$ cat src/design/dtsp_pkg.sv
`timescale 1ns / 1ps
// ----------------------------------------------------------------------------
// dtsp_pkg: shared types and constants of the date-time string parser
// Field stage codes, character codes and date field digit limits.
// ----------------------------------------------------------------------------
package dtsp_pkg;

    // Field being parsed; STAGE_DONE once all seven fields have closed
    typedef enum logic [2:0] {
        STAGE_YEAR   = 3'd0,
        STAGE_MONTH  = 3'd1,
        STAGE_DAY    = 3'd2,
        STAGE_HOUR   = 3'd3,
        STAGE_MINUTE = 3'd4,
        STAGE_SECOND = 3'd5,
        STAGE_MILLIS = 3'd6,
        STAGE_DONE   = 3'd7
    } stage_t;

    localparam logic [7:0] CHAR_NUL    = 8'h00;
    localparam logic [7:0] CHAR_ZERO   = 8'h30;
    localparam logic [7:0] CHAR_NINE   = 8'h39;
    localparam logic [7:0] CHAR_COLON  = 8'h3A;
    localparam logic [7:0] CHAR_PERIOD = 8'h2E;

    // Digits a date field holds before the next digit opens a new field
    localparam logic [2:0] YEAR_DIGITS = 3'd4;
    localparam logic [2:0] PART_DIGITS = 3'd2;

endpackage

$ cat src/design/dtsp_char_if.sv
`timescale 1ns / 1ps
// ----------------------------------------------------------------------------
// dtsp_char_if: character stream channel
// One byte of the date-time string per beat, valid/ready handshake.
// ----------------------------------------------------------------------------
interface dtsp_char_if;
    logic       valid;
    logic       ready;
    logic [7:0] character;

    modport source (output valid, output character, input ready);
    modport sink   (input valid, input character, output ready);
endinterface

$ cat src/design/dtsp_result_if.sv
`timescale 1ns / 1ps
// ----------------------------------------------------------------------------
// dtsp_result_if: parsed date-time channel
// All seven field values and the field count per beat, valid/ready handshake.
// ----------------------------------------------------------------------------
interface dtsp_result_if;
    logic        valid;
    logic        ready;
    logic [13:0] year_value;
    logic [6:0]  month_value;
    logic [6:0]  day_value;
    logic [29:0] hour_value;
    logic [29:0] minute_value;
    logic [29:0] second_value;
    logic [29:0] millis_value;
    logic [2:0]  fields_done;

    modport source (
        output valid, output year_value, output month_value, output day_value,
        output hour_value, output minute_value, output second_value,
        output millis_value, output fields_done, input ready
    );
    modport sink (
        input valid, input year_value, input month_value, input day_value,
        input hour_value, input minute_value, input second_value,
        input millis_value, input fields_done, output ready
    );
endinterface

$ cat src/design/datetime_string_parser_unit.sv
`timescale 1ns / 1ps
// ----------------------------------------------------------------------------
// datetime_string_parser_unit: streaming date-time string parser
// Parses year, month, day, hour, minute, second and millisecond from a byte
// stream and emits one beat with all values when the zero byte arrives.
// ----------------------------------------------------------------------------
// The parser takes one character per clock on the text channel while the result
// channel is not stalled. Each beat updates the field state in a single pass:
// a decimal multiply-by-ten-and-add into the accumulator, a saturating compare
// for time fields and a stage advance. A zero byte closes the current field
// and loads all seven values into the output register, from where they are
// offered on the parsed channel in the next cycle; the parser state clears in
// the same cycle as that load, so the next string may start at once. Text beats
// are refused only while a finished result sits in the output register and the
// sink is not taking it. Date fields hold at most four (year) or two (month,
// day) digits; time fields saturate at TIME_SATURATE.
// ----------------------------------------------------------------------------
module datetime_string_parser_unit #(
    parameter int TIME_SATURATE = 999999999
) (
    input  logic                  clk,
    input  logic                  rst_n,
    dtsp_char_if.sink             text,
    dtsp_result_if.source         parsed
);

    localparam logic [29:0] SAT_LIMIT = TIME_SATURATE[29:0];

    // Parser state
    dtsp_pkg::stage_t stage_reg, stage_next;
    logic [2:0]       count_reg, count_next;
    logic [29:0]      acc_reg, acc_next;
    logic [13:0]      year_reg, year_next;
    logic [6:0]       month_reg, month_next;
    logic [6:0]       day_reg, day_next;
    logic [29:0]      hour_reg, hour_next;
    logic [29:0]      minute_reg, minute_next;
    logic [29:0]      second_reg, second_next;

    // Output register
    logic             out_valid_reg, out_valid_next;
    logic [13:0]      out_year_reg, out_year_next;
    logic [6:0]       out_month_reg, out_month_next;
    logic [6:0]       out_day_reg, out_day_next;
    logic [29:0]      out_hour_reg, out_hour_next;
    logic [29:0]      out_minute_reg, out_minute_next;
    logic [29:0]      out_second_reg, out_second_next;
    logic [29:0]      out_millis_reg, out_millis_next;
    logic [2:0]       out_fields_reg, out_fields_next;

    // Decode of the incoming character
    logic        in_fire;
    logic        is_digit;
    logic        is_sep;
    logic        is_end;
    logic [7:0]  digit_diff;
    logic [3:0]  digit;
    logic [2:0]  stage_inc;
    logic [2:0]  date_limit;
    logic [13:0] date_mac;
    logic [33:0] time_mac;

    // Accept a text beat whenever the output register is free or draining
    assign text.ready = !out_valid_reg || parsed.ready;
    assign in_fire    = text.valid && text.ready;

    assign is_digit   = (text.character >= dtsp_pkg::CHAR_ZERO)
                     && (text.character <= dtsp_pkg::CHAR_NINE);
    assign is_end     = (text.character == dtsp_pkg::CHAR_NUL);
    assign is_sep     = (text.character == dtsp_pkg::CHAR_COLON)
                     || (text.character == dtsp_pkg::CHAR_PERIOD) || is_end;
    assign digit_diff = text.character - dtsp_pkg::CHAR_ZERO;
    assign digit      = is_digit ? digit_diff[3:0] : 4'd0;

    assign stage_inc  = stage_reg + 3'd1;
    assign date_limit = (stage_reg == dtsp_pkg::STAGE_YEAR) ? dtsp_pkg::YEAR_DIGITS
                                                            : dtsp_pkg::PART_DIGITS;

    // A date accumulator holds at most three digits when another is appended
    assign date_mac = {acc_reg[10:0], 3'b000} + {acc_reg[12:0], 1'b0}
                    + {10'd0, digit};
    assign time_mac = {1'b0, acc_reg, 3'b000} + {3'b000, acc_reg, 1'b0}
                    + {30'd0, digit};

    always_comb
    begin
        stage_next      = stage_reg;
        count_next      = count_reg;
        acc_next        = acc_reg;
        year_next       = year_reg;
        month_next      = month_reg;
        day_next        = day_reg;
        hour_next       = hour_reg;
        minute_next     = minute_reg;
        second_next     = second_reg;

        out_valid_next  = out_valid_reg && !parsed.ready;
        out_year_next   = out_year_reg;
        out_month_next  = out_month_reg;
        out_day_next    = out_day_reg;
        out_hour_next   = out_hour_reg;
        out_minute_next = out_minute_reg;
        out_second_next = out_second_reg;
        out_millis_next = out_millis_reg;
        out_fields_next = out_fields_reg;

        if (in_fire)
        begin
            if (stage_reg <= dtsp_pkg::STAGE_DAY)
            begin
                // Date field: a non-digit or one digit too many closes it
                if (is_digit && (count_reg < date_limit))
                begin
                    acc_next   = {16'd0, date_mac};
                    count_next = count_reg + 3'd1;
                end
                else
                begin
                    case (stage_reg)
                        dtsp_pkg::STAGE_YEAR:  year_next  = acc_reg[13:0];
                        dtsp_pkg::STAGE_MONTH: month_next = acc_reg[6:0];
                        default:               day_next   = acc_reg[6:0];
                    endcase
                    stage_next = dtsp_pkg::stage_t'(stage_inc);
                    // The overflowing digit opens the next field
                    acc_next   = {26'd0, digit};
                    count_next = is_digit ? 3'd1 : 3'd0;
                end
            end
            else if (stage_reg != dtsp_pkg::STAGE_DONE)
            begin
                if (is_digit)
                begin
                    acc_next = (time_mac > {4'd0, SAT_LIMIT}) ? SAT_LIMIT : time_mac[29:0];
                end
                else if (is_sep)
                begin
                    case (stage_reg)
                        dtsp_pkg::STAGE_HOUR:   hour_next   = acc_reg;
                        dtsp_pkg::STAGE_MINUTE: minute_next = acc_reg;
                        dtsp_pkg::STAGE_SECOND: second_next = acc_reg;
                        default:                ;
                    endcase
                    // The millisecond value stays in the accumulator
                    if (stage_reg != dtsp_pkg::STAGE_MILLIS)
                    begin
                        acc_next = 30'd0;
                    end
                    count_next = 3'd0;
                    stage_next = dtsp_pkg::stage_t'(stage_inc);
                end
            end

            if (is_end)
            begin
                // Load the result beat from the updated fields, then clear
                out_valid_next  = 1'b1;
                out_year_next   = year_next;
                out_month_next  = month_next;
                out_day_next    = day_next;
                out_hour_next   = hour_next;
                out_minute_next = minute_next;
                out_second_next = second_next;
                out_millis_next = (stage_next == dtsp_pkg::STAGE_DONE) ? acc_next : 30'd0;
                out_fields_next = stage_next;

                stage_next  = dtsp_pkg::STAGE_YEAR;
                count_next  = 3'd0;
                acc_next    = 30'd0;
                year_next   = 14'd0;
                month_next  = 7'd0;
                day_next    = 7'd0;
                hour_next   = 30'd0;
                minute_next = 30'd0;
                second_next = 30'd0;
            end
        end
    end

    always_ff @(posedge clk or negedge rst_n)
    begin
        if (!rst_n)
        begin
            stage_reg     <= dtsp_pkg::STAGE_YEAR;
            count_reg     <= 3'd0;
            acc_reg       <= 30'd0;
            year_reg      <= 14'd0;
            month_reg     <= 7'd0;
            day_reg       <= 7'd0;
            hour_reg      <= 30'd0;
            minute_reg    <= 30'd0;
            second_reg    <= 30'd0;
            out_valid_reg <= 1'b0;
        end
        else
        begin
            stage_reg     <= stage_next;
            count_reg     <= count_next;
            acc_reg       <= acc_next;
            year_reg      <= year_next;
            month_reg     <= month_next;
            day_reg       <= day_next;
            hour_reg      <= hour_next;
            minute_reg    <= minute_next;
            second_reg    <= second_next;
            out_valid_reg <= out_valid_next;
        end
    end

    // Result payload: held while a beat waits, no reset needed
    always_ff @(posedge clk)
    begin
        out_year_reg   <= out_year_next;
        out_month_reg  <= out_month_next;
        out_day_reg    <= out_day_next;
        out_hour_reg   <= out_hour_next;
        out_minute_reg <= out_minute_next;
        out_second_reg <= out_second_next;
        out_millis_reg <= out_millis_next;
        out_fields_reg <= out_fields_next;
    end

    assign parsed.valid        = out_valid_reg;
    assign parsed.year_value   = out_year_reg;
    assign parsed.month_value  = out_month_reg;
    assign parsed.day_value    = out_day_reg;
    assign parsed.hour_value   = out_hour_reg;
    assign parsed.minute_value = out_minute_reg;
    assign parsed.second_value = out_second_reg;
    assign parsed.millis_value = out_millis_reg;
    assign parsed.fields_done  = out_fields_reg;

    // A terminating beat leaves the parser cleared for the next string
    a_clear_after_end: assert property (@(posedge clk) disable iff (!rst_n)
        (in_fire && is_end) |=> (stage_reg == dtsp_pkg::STAGE_YEAR) && (acc_reg == 30'd0)
                                && out_valid_reg)
        else $error("parser state not cleared after terminating beat");

    // Time accumulators never pass the saturation limit
    a_time_saturated: assert property (@(posedge clk) disable iff (!rst_n)
        (stage_reg >= dtsp_pkg::STAGE_HOUR) |-> (acc_reg <= SAT_LIMIT))
        else $error("time accumulator above saturation limit");

    // Date digit count stays within the year field width
    a_count_bound: assert property (@(posedge clk) disable iff (!rst_n)
        count_reg <= dtsp_pkg::YEAR_DIGITS)
        else $error("date digit count out of range");

    // Text is refused only while a result is stalled in the output register
    a_ready_stall: assert property (@(posedge clk) disable iff (!rst_n)
        !text.ready |-> (out_valid_reg && !parsed.ready))
        else $error("text refused without a stalled result");

    // A millisecond value appears only once all seven fields have closed
    a_millis_done: assert property (@(posedge clk) disable iff (!rst_n)
        (out_valid_reg && (out_millis_reg != 30'd0))
            |-> (out_fields_reg == dtsp_pkg::STAGE_DONE))
        else $error("millisecond value present before all fields closed");

endmodule
$ cat src/flat_wrapper.sv
// flat-port wrapper written by rule: the top's interface ports become plain ports
module datetime_string_parser_unit_flat 
#(
    parameter int TIME_SATURATE = 999999999
)
  (clk, rst_n, text_valid, text_character, text_ready, parsed_valid, parsed_year_value, parsed_month_value, parsed_day_value, parsed_hour_value, parsed_minute_value, parsed_second_value, parsed_millis_value, parsed_fields_done, parsed_ready);
  dtsp_char_if text_i ();
  dtsp_result_if parsed_i ();
  input  logic clk;
  input  logic rst_n;
  input wire logic [$bits(text_i.valid)-1:0] text_valid;
  input wire logic [$bits(text_i.character)-1:0] text_character;
  output wire logic [$bits(text_i.ready)-1:0] text_ready;
  output wire logic [$bits(parsed_i.valid)-1:0] parsed_valid;
  output wire logic [$bits(parsed_i.year_value)-1:0] parsed_year_value;
  output wire logic [$bits(parsed_i.month_value)-1:0] parsed_month_value;
  output wire logic [$bits(parsed_i.day_value)-1:0] parsed_day_value;
  output wire logic [$bits(parsed_i.hour_value)-1:0] parsed_hour_value;
  output wire logic [$bits(parsed_i.minute_value)-1:0] parsed_minute_value;
  output wire logic [$bits(parsed_i.second_value)-1:0] parsed_second_value;
  output wire logic [$bits(parsed_i.millis_value)-1:0] parsed_millis_value;
  output wire logic [$bits(parsed_i.fields_done)-1:0] parsed_fields_done;
  input wire logic [$bits(parsed_i.ready)-1:0] parsed_ready;
  assign text_i.valid = text_valid;
  assign text_i.character = text_character;
  assign text_ready = text_i.ready;
  assign parsed_valid = parsed_i.valid;
  assign parsed_year_value = parsed_i.year_value;
  assign parsed_month_value = parsed_i.month_value;
  assign parsed_day_value = parsed_i.day_value;
  assign parsed_hour_value = parsed_i.hour_value;
  assign parsed_minute_value = parsed_i.minute_value;
  assign parsed_second_value = parsed_i.second_value;
  assign parsed_millis_value = parsed_i.millis_value;
  assign parsed_fields_done = parsed_i.fields_done;
  assign parsed_i.ready = parsed_ready;
  datetime_string_parser_unit #(.TIME_SATURATE(TIME_SATURATE)) u_core (.clk(clk), .rst_n(rst_n), .text(text_i), .parsed(parsed_i));
endmodule
$ cat config.mk
export PLATFORM = sky130hd
export DESIGN_NAME = datetime_string_parser_unit_flat
export DESIGN_NICKNAME = d
export VERILOG_FILES = /design/src/design/dtsp_pkg.sv /design/src/design/dtsp_char_if.sv /design/src/design/dtsp_result_if.sv /design/src/design/datetime_string_parser_unit.sv /design/src/flat_wrapper.sv
export SDC_FILE = /design/constraint.sdc
export NUM_CORES = 1
export LEC_CHECK = 0
export BUFFER_PORTS_ARGS = -buffer_cell sky130_fd_sc_hd__buf_2
export CAP_MARGIN = 10
export CORE_MARGIN = 2
export CORE_UTILIZATION = 39
export DETAILED_ROUTE_END_ITERATION = 10
export GPL_TIMING_DRIVEN = 0
export HOLD_SLACK_MARGIN = 0.02
export PLACE_DENSITY_LB_ADDON = 0.2
export SYNTH_ARGS = -nofsm -noshare
export SYNTH_HDL_FRONTEND = slang
export SYNTH_SLANG_ARGS = --single-unit
$ cat constraint.sdc
create_clock -name clk -period 8.2 [get_ports clk]
set_input_delay 0.41 -clock clk [delete_from_list [all_inputs] [get_ports clk]]
set_output_delay 0.41 -clock clk [all_outputs]
set_load 0.01 [all_outputs]
* Yosys cells after proc, flatten, opt, wreduce, memory -nomap -nowiden
Cells that the tools add are included.
** Word-level totals
- Bits in registers :: 306
- Input port bits :: 12
- Output and inout port bits :: 153
** Cells by class
- Add/subtract/negate cells :: 7
- Order comparisons :: 5
- Eq/ne operators :: 10
- Multiplexer cells :: 56
- Reductions and logical operators :: 16
** Operators by type and width (number)
- $mux 30 :: 25
- $mux 14 :: 5
- $mux 7 :: 8
- $mux 3 :: 14
- $add 33x31->34 :: 1
- $add 34x4->34 :: 1
- $gt 34x30->1 const B :: 1
- $eq 8x6->1 const B :: 2
- $add 14x14->14 :: 1
- $add 14x4->14 :: 1
- $eq 3x3->1 const B :: 3
- $ne 3x3->1 const B :: 3
- $ge 8x6->1 const B :: 1
- $le 8x6->1 const B :: 1
- $logic_not 8->1 :: 1
- $add 3x1->3 const B :: 2
- $reduce_bool 3->1 :: 2
- $logic_and 1x1->1 :: 4
- $mux 4 :: 1
- $reduce_and 4->1 :: 1
- $sub 4x1->4 const B :: 1
- $eq 3x1->1 const B :: 1
- $eq 3x2->1 const B :: 1
- $le 3x2->1 const B :: 1
- other kinds (7) :: 12

* Logic depth before layout (Yosys ltp)
Gate-level depths: netlist of the first run.
- Word-level depth :: 10
- Depth in mapped cells :: 17
- Gate-level depth less buffers :: 16

* Least setup slack after synthesis of the first run
No wires, ideal clock.
- Path kind :: input-to-reg
- Start :: input port text_character[0]
- End :: register u_core.acc_reg[9]
- Arrival time :: 7904 ps
- Required time :: 7750 ps
- Path slack :: -154 ps
- Stages :: 5
- Buffers on the path :: 1
- Cell sequence :: or3_1 or2_2 clkbuf_1 nor2_1 nor4_1
** Between the ends
- Word-level cells in the longest chain between the ends :: 10
- Elaborated cells on any way between the ends :: 21
** Ends and longest elaborated chain
- start, declared :: RTL line flat_wrapper.sv:12 : input wire logic [$bits(text_i.character)-1:0] text_character;
- $ge 8x6->1 / $le 8x6->1 (equally long branches) :: RTL line datetime_string_parser_unit.sv:67, datetime_string_parser_unit.sv:68
- $logic_and 1x1->1 :: RTL line datetime_string_parser_unit.sv:68 : && (text.character <= dtsp_pkg::CHAR_NINE);
- $mux 4 :: RTL line datetime_string_parser_unit.sv:73 : assign digit = is_digit ? digit_diff[3:0] : 4'd0;
- $add 34x4->34 :: RTL line datetime_string_parser_unit.sv:83 : + {30'd0, digit};
- $gt 34x30->1 :: RTL line datetime_string_parser_unit.sv:134 : acc_next = (time_mac > {4'd0, SAT_LIMIT}) ? SAT_LIMIT : time_mac[29:0];
- $mux 30 :: RTL line datetime_string_parser_unit.sv:134
- $mux 30 :: RTL line datetime_string_parser_unit.sv:132 : if (is_digit)
- $mux 30 :: RTL line datetime_string_parser_unit.sv:130 : else if (stage_reg != dtsp_pkg::STAGE_DONE)
- $mux 30 :: RTL line datetime_string_parser_unit.sv:109 : if (stage_reg <= dtsp_pkg::STAGE_DAY)
- $mux 30 (*) :: RTL line datetime_string_parser_unit.sv:154 : if (is_end)
- end signal, assigned :: RTL line datetime_string_parser_unit.sv:199 : acc_reg <= acc_next;
- end, declared :: RTL line datetime_string_parser_unit.sv:32 : logic [29:0] acc_reg, acc_next;
Every way passes the cells marked *; elsewhere a longest branch is shown, timed or not.
A chain may end at the register's enable or synchronous reset.

* Worst setup path after layout of the first run
- Start :: register u_core.acc_reg[0]
- End :: register u_core.out_millis_reg[13], in the netlist u_core.parsed.millis_value[13] (data pin)
** Between the ends
- Word-level cells in the longest chain between the ends :: 7
- Elaborated cells on any way between the ends :: 10
** Ends and longest elaborated chain
- $add 33x31->34 :: RTL line datetime_string_parser_unit.sv:82 : assign time_mac = {1'b0, acc_reg, 3'b000} + {3'b000, acc_reg, 1'b0}
- $add 34x4->34 :: RTL line datetime_string_parser_unit.sv:83
- $gt 34x30->1 :: RTL line datetime_string_parser_unit.sv:134
- $mux 30 :: RTL line datetime_string_parser_unit.sv:134
- $mux 30 :: RTL line datetime_string_parser_unit.sv:132
- $mux 30 :: RTL line datetime_string_parser_unit.sv:130
- $mux 30 (*) :: RTL line datetime_string_parser_unit.sv:109
- end signal, assigned :: RTL line datetime_string_parser_unit.sv:219 : out_millis_reg <= out_millis_next;
- end, declared :: RTL line datetime_string_parser_unit.sv:48 : logic [29:0] out_millis_reg, out_millis_next;
Marks and branches as above.

==> results.py, run 1 <==
metrics = {
    "detailed_routing": {
        "antenna_left": 0,
        "met3WireLength_um": 2460,
        "vias": 11500,
        "routed.top_layer": "met4",
        "drtIter0Drc": 836,
        "dr.pass1.iters": 5,
        "drt-total-wl_um": 44100,
        "wl_met1_um": 20500,
        "drc": 0,
        "met2_length_um": 20300,
        "viasPerCell": 5.73,
        "wl_per_cell_um": 21.9,
    },
    "synth": {
        "synth_seq_area_share_pct": 55.1,
        "synthesis.area_mm2": 0.0153,
        "synthFlopType": "dfrtp_1",
        "synth_seq_cells": 306,
        "netlist.area_leader.share_pct": 29.7,
        "synthArstFlopShare_pct": 50.7,
        "syn-mean-instance-area_um2": 12.1,
        "synth_cell_type_count": 83,
        "synth_warnings": 0,
        "synth_area_leaders": "edfxtp_1, dfrtp_1, a22o_1",
        "synthTopCellsByCount": "dfrtp_1, edfxtp_1, a22o_1, mux2_2, nand2_1",
        "synthCells": 1266,
        "syn_nets": 1347,
        "synth_edf_count": 151,
        "synth_area_leader_cell": "edfxtp_1",
        "yosysMostFrequentCell": "dfrtp_1",
    },
    "grt": {
        "overflow": 0,
        "grt_pass1_vias": 11200,
        "grt_max_degree": 111,
        "grtUsageTotal_pct": 21.4,
        "antenna_found_initial": 0,
        "grt_pass1_wl_um": 68100,
    },
    "sta": {
        "rsz0062_at_grt": "false",
        "period_share_pct": 66.1,
        "finalClockSkew_ns": 0.0167,
        "hold_violations": 0,
        "fin_tns_setup_ns": 0,
        "tightest_slew_ns": 1.08,
        "fmax_ghz": 0.184,
        "relSlewSlack_pct": 27.7,
        "setup_viol": 0,
        "maxSlewViolCount": 0,
        "min_period_ns": 5.42,
        "hold_slack_ns": 0.181,
    },
    "cts": {
        "post_cts_resized": 0,
        "cts_buffers": 34,
        "clkTransAtPathRegs_ns": 0.07,
        "cts_root_buffer": "clkbuf_16",
        "tritoncts": "done",
        "clockBufferDepth": 3,
        "htreeDepth": 2,
        "clk_latency_ns": 0.53,
        "cts_sinks": 306,
    },
    "pwr": {
        "vdd_drop_max_mv": 0.108,
        "power.total_w": 0.00435,
        "power_density_mw_per_mm2": 240,
        "power_leakage_nw": 8.07,
    },
    "worst_setup_path": {
        "critPathMaxFanout": 10,
        "worst-path-buf-inv": 4,
        "crit_slowest_cell": "fa_1",
        "start_kind": "register",
        "reg2reg_from": "u_core.acc_reg[0]",
        "critPathTopFamily": "compound AO/OA/AOI/OAI gates",
        "crit_end": "u_core.parsed.millis_value[13]",
        "worst-path-stages": 16,
        "rrSetupSlack_ns": 2.78,
        "critPathArrivalTime_ns": 5.68,
        "worstSetupStartpoint": "u_core.acc_reg[0]",
        "timing.rr.end": "u_core.parsed.millis_value[13]",
        "cp-end-kind": "register",
        "cp_cell_sequence": "inv_1 -> fa_1 -> inv_1 -> ha_1 -> a211oi_2 -> o211ai_1 -> and2_4 -> or2_0 -> buf_2 -> o311ai_2 -> a2111oi_1 -> o311a_1 -> o221ai_2 -> clkbuf_1 -> nand2_1 -> o32ai_1",
        "crit_required_ns": 8.46,
        "critPathKind": "register to register",
        "max_stage_delay_ns": 0.64,
        "reg2reg_depth": 16,
        "cp_common_cell": "inv_1",
    },
    "hold_path": {
        "hp-class": "primary input to register",
        "hold_path.startpoint": "text_character[0]",
    },
    "final_layout": {
        "syn2layout_area_growth_pct": 18.6,
        "nets": 1554,
        "layout-drive-gt1-share_pct": 24.4,
        "stdcell_area_mm2": 0.0181,
        "final_util_pct": 46.9,
        "diodes": 0,
    },
    "floorplanning": {
        "die_h_um": 202,
        "coreArea_mm2": 0.0386,
        "die_area_mm2": 0.0407,
        "ios": 165,
        "rows": 72,
        "die_w_um": 202,
        "initial_core_util_pct": 39.5,
    },
    "placed_design": {
        "port_buffers": 164,
        "gp_congestion": 0.913,
        "post-dp-hpwl_um": 31400,
        "place_area_mm2": 0.0169,
    },
    "status": {
        "run_status": "finished, final reports clean",
    },
    "flow_run": {
        "drv_cap": 0,
    },
}
-- stage by stage --
stage	worst slack, ns	std cells
2_1_floorplan	2.48	1266
3_3_place_gp	0.205	1948
3_5_place_dp	2.57	1954
4_1_cts	2.74	2016
5_1_grt	2.48	2016
6_report	2.78	2016
-- report_power, final --
| part | leakage, nW | internal (W) | switching, W |
|---|---|---|---|
| logic | 3.81 | 0.000305 | 0.000554 |
| clock network | 0.591 | 0.00102 | 0.000643 |
| registers | 3.66 | 0.00170 | 0.000125 |
-- logic make-up (layout without fill, tap and decap cells) --
| kind of cell | Yosys count | after routing | share of synthesized area [%] |
|---|---|---|---|
| AO/OA/AOI/OAI | 418 | 418 | 19.8 |
| XOR/XNOR | 20 | 20 | 1.15 |
| adder cells (fa/ha/maj) | 69 | 69 | 5.75 |
| buffers and inverters | 99 | 331 | 2.58 |
| flip-flops | 306 | 306 | 55.1 |
| multiplexers | 98 | 98 | 7.23 |
| AND/OR/NAND/NOR | 256 | 256 | 8.35 |
-- layout by cell type, fill, tap and decap left out, drive strengths merged, types with 5 or more instances in the layout --
cell type,Yosys,layout
xnor2,14,14
or3,6,6
a21oi,79,79
nand4,10,10
a21o,12,12
and3,14,14
ha,67,67
edfxtp,151,151
a31oi,19,19
o21ai,76,76
nand2,86,86
clkinv,0,11
o21bai,5,5
o22ai,5,5
a211oi,9,9
xor2,6,6
clkbuf,56,96
or2,7,7
o211ai,11,11
o311ai,6,6
dfrtp,155,155
nand3,16,16
nor2b,7,7
mux2,98,98
buf,18,188
a22o,132,132
and2,24,24
nor2,44,44
a41oi,10,10
bufinv,0,7
nand2b,8,8
inv,25,27
o21a,8,8
nor3,19,19
-- how the worst min path moves through the flow --
stage | to | slack, ns | depth (start not counted)
6_report | u_core.acc_reg[0] | 0.18 | 2
5_1_grt | u_core.acc_reg[0] | 0.17 | 2
4_1_cts | u_core.acc_reg[0] | 0.16 | 2
3_5_place_dp | u_core.second_reg[6] | 0.35 | 1
3_3_place_gp | u_core.second_reg[9] | 0.48 | 1
2_1_floorplan | u_core.acc_reg[0] | 0.11 | 0
-- layer usage --
layer  track usage (%)  vias to the layer above
met5                 0                        -
met4              5.30                        0
met3              3.29                       65
met2              34.1                      368
met1              30.6                     5797
li1                  -                     5316
-- what timing repair did --
action / CTS / global route
endpoints found under the hold margin: 45 / 0
endpoints found under the setup margin: 0 / 0
hold buffers: 1 / 0
setup buffers: 0 / 0
-- final cells by class --
class	count	area (µm²)
Buffer	74	300
Clock buffer	40	905
Clock inverter	21	303
Fill cell	3537	20500
Inverter	25	93.8
Multi-Input combinational cell	861	6470
Sequential cell	306	8410
Tap cell	518	648
Timing Repair Buffer	171	976
No activity file was read; power rests on OpenSTA's default activity.
==> run 2, diff against run 1 <==
clock period = 4.6 ns   (was 8.2 ns; I/O delays follow)
==> run 2 against run 1 <==
- sequential power is 78% higher
- design area is 1.1% higher
- clock power up 55%
==> results.py, run 2 (synthesis results as in run 1) <==
metrics = {
    "sta": {
        "setup_viol": 0,
        "tightest_slew_ns": 1.07,
        "fmax_ghz": 0.222,
        "finalClockSkew_ns": 0.0182,
        "maxSlewViolCount": 0,
        "min_period_ns": 4.50,
        "hold_violations": 0,
        "period_share_pct": 97.8,
        "relSlewSlack_pct": 28.0,
        "hold_slack_ns": 0.0559,
    },
    "detailed_routing": {
        "wl_per_cell_um": 21.8,
        "drt-total-wl_um": 44100,
        "viasPerCell": 5.71,
        "drc": 0,
        "antenna_left": 0,
        "dr.pass1.iters": 6,
        "vias": 11500,
        "wl_met1_um": 20200,
        "drtIter0Drc": 943,
        "met2_length_um": 20300,
        "routed.top_layer": "met4",
        "met3WireLength_um": 2700,
    },
    "floorplanning": {
        "die_h_um": 202,
        "coreArea_mm2": 0.0386,
        "rows": 72,
        "die_area_mm2": 0.0407,
        "die_w_um": 202,
        "initial_core_util_pct": 39.5,
        "ios": 165,
    },
    "final_layout": {
        "nets": 1560,
        "diodes": 0,
        "syn2layout_area_growth_pct": 20.0,
        "layout-drive-gt1-share_pct": 27.0,
        "final_util_pct": 47.4,
        "final_cell_mix": "buf_2, edfxtp_1, dfrtp_1",
        "final_common_cell": "buf_2",
    },
    "worst_setup_path": {
        "reg2reg_from": "u_core.acc_reg[2]",
        "timing.rr.end": "u_core.parsed.millis_value[19]",
        "crit_slowest_cell": "fa_1",
        "max_stage_delay_ns": 0.54,
        "start_kind": "register",
        "crit_required_ns": 4.93,
        "critPathMaxFanout": 6,
        "worst-path-buf-inv": 1,
        "critPathKind": "register to register",
        "cp-end-kind": "register",
        "critPathTopFamily": "compound AO/OA/AOI/OAI gates",
        "critPathArrivalTime_ns": 4.83,
        "rrSetupSlack_ns": 0.10,
        "reg2reg_depth": 13,
        "cp_cell_sequence": "clkinvlp_4 -> fa_1 -> fa_2 -> nand2b_4 -> a21oi_4 -> o211ai_4 -> a211o_1 -> a2111o_1 -> a21o_1 -> a22o_4 -> or2_4 -> or4_4 -> and3_2",
    },
    "flow_run": {
        "drv_cap": 0,
    },
    "grt": {
        "antenna_found_initial": 0,
        "grt_max_degree": 99,
        "grt_pass1_wl_um": 67900,
        "grt_pass1_vias": 11100,
        "grtUsageTotal_pct": 21.3,
        "overflow": 0,
    },
    "hold_path": {
        "hp-class": "primary input to register",
        "min_to": "u_core.parsed.valid",
        "hold_path_depth": 3,
        "hold_path.startpoint": "parsed_ready",
    },
    "cts": {
        "cts_buffers": 31,
        "cts_root_buffer": "clkbuf_16",
        "tritoncts": "done",
        "clockBufferDepth": 3,
        "clk_latency_ns": 0.58,
        "clkTransAtPathRegs_ns": 0.07,
        "cts_sinks": 306,
        "htreeDepth": 1,
    },
    "pwr": {
        "vdd_drop_max_mv": 0.281,
        "power_leakage_nw": 8.07,
        "power_density_mw_per_mm2": 408,
    },
    "status": {
        "run_status": "finished, final reports clean",
    },
    "placed_design": {
        "post-dp-hpwl_um": 31100,
        "port_buffers": 164,
        "gp_congestion": 0.921,
    },
}
==> run 2: cell types whose count changed in the layout (fill, tap and decap cells not counted), sizes merged <==
cell / change
dlygate4sd3: +1
clkbuf: -4
clkinvlp: +2
bufinv: -3
clkinv: +2
inv: -3
buf: +10
==> run 2: worst max-delay path by stage <==
| stage | slack (ns) | from | endpoint | cells past startpoint |
|---|---|---|---|---|
| after floorplan | 0.20 | text_character[6] | u_core.parsed.millis_value[19] | 14 |
| after global placement | -0.85 | text_character[6] | u_core.parsed.millis_value[13] | 18 |
| after detailed placement | -0.80 | text_character[6] | u_core.parsed.millis_value[13] | 18 |
| after CTS | -0.004 | u_core.acc_reg[0] | u_core.parsed.millis_value[19] | 15 |
| after global routing | -0.004 | u_core.acc_reg[22] | u_core.parsed.millis_value[19] | 11 |
| final | 0.10 | u_core.acc_reg[2] | u_core.parsed.millis_value[19] | 13 |
==> run 2: final cells by class <==
type / instances / area [µm²]
timing repair buffer: 182 / 1070
multi-input combinational: 861 / 6740
inverter: 25 / 101
sequential: 306 / 8430
clock inverter: 19 / 205
fill: 3433 / 20300
tap: 518 / 648
clock buffer: 38 / 822
buffer: 72 / 303
==> run 2: metrics by stage <==
step	area (µm²)	worst slack [ns]	cells	total power, W	TNS, ns
finish	18300	0.102	2021	0.00747	0
global route	18300	-0.00385	2021	0.00779	-0.00385
CTS	18100	-0.00444	2019	0.00745	-0.00444
detailed placement	16900	-0.803	1954	0.00481	-22.14
global placement	16700	-0.845	1948	0.00478	-101.42
floorplan	15300	0.198	1266	0.00429	0
==> run 2: worst register-to-register path: stages (launching register included) <==
cell and delay [ns]:
dfrtp_2 0.40, clkinvlp_4 0.11, fa_1 0.54, fa_2 0.42
nand2b_4 0.16, a21oi_4 0.20, o211ai_4 0.13, a211o_1 0.33
a2111o_1 0.48, a21o_1 0.21, a22o_4 0.29, or2_4 0.26
or4_4 0.53, and3_2 0.20
==> run 2: layer usage <==
metal  up-vias  global-route usage, %
met5         -                      0
met4         0                   5.59
met3        65                   2.71
met2       380                   33.8
met1      5771                   31.0
li1       5321                      -
==> run 2: power breakdown <==
group	switching, W	total [W]	internal (W)	leakage, nW
Clock	0.00109	0.00258	0.00149	0.501
Sequential	0.000211	0.00325	0.00304	3.64
Combinational	0.00105	0.00164	0.000583	3.93
==> run 2: timing repair <==
| item | in CTS | in global routing |
|---|---|---|
| cloned | 0 | 0 |
| pin swaps | 5 | 7 |
| endpoints found under the hold margin | 58 | 0 |
| gates resized for setup | 27 | 37 |
| buffers inserted | 8 | 2 |
| hold buffers | 2 | 0 |
| setup endpoints to repair | 58 | 55 |
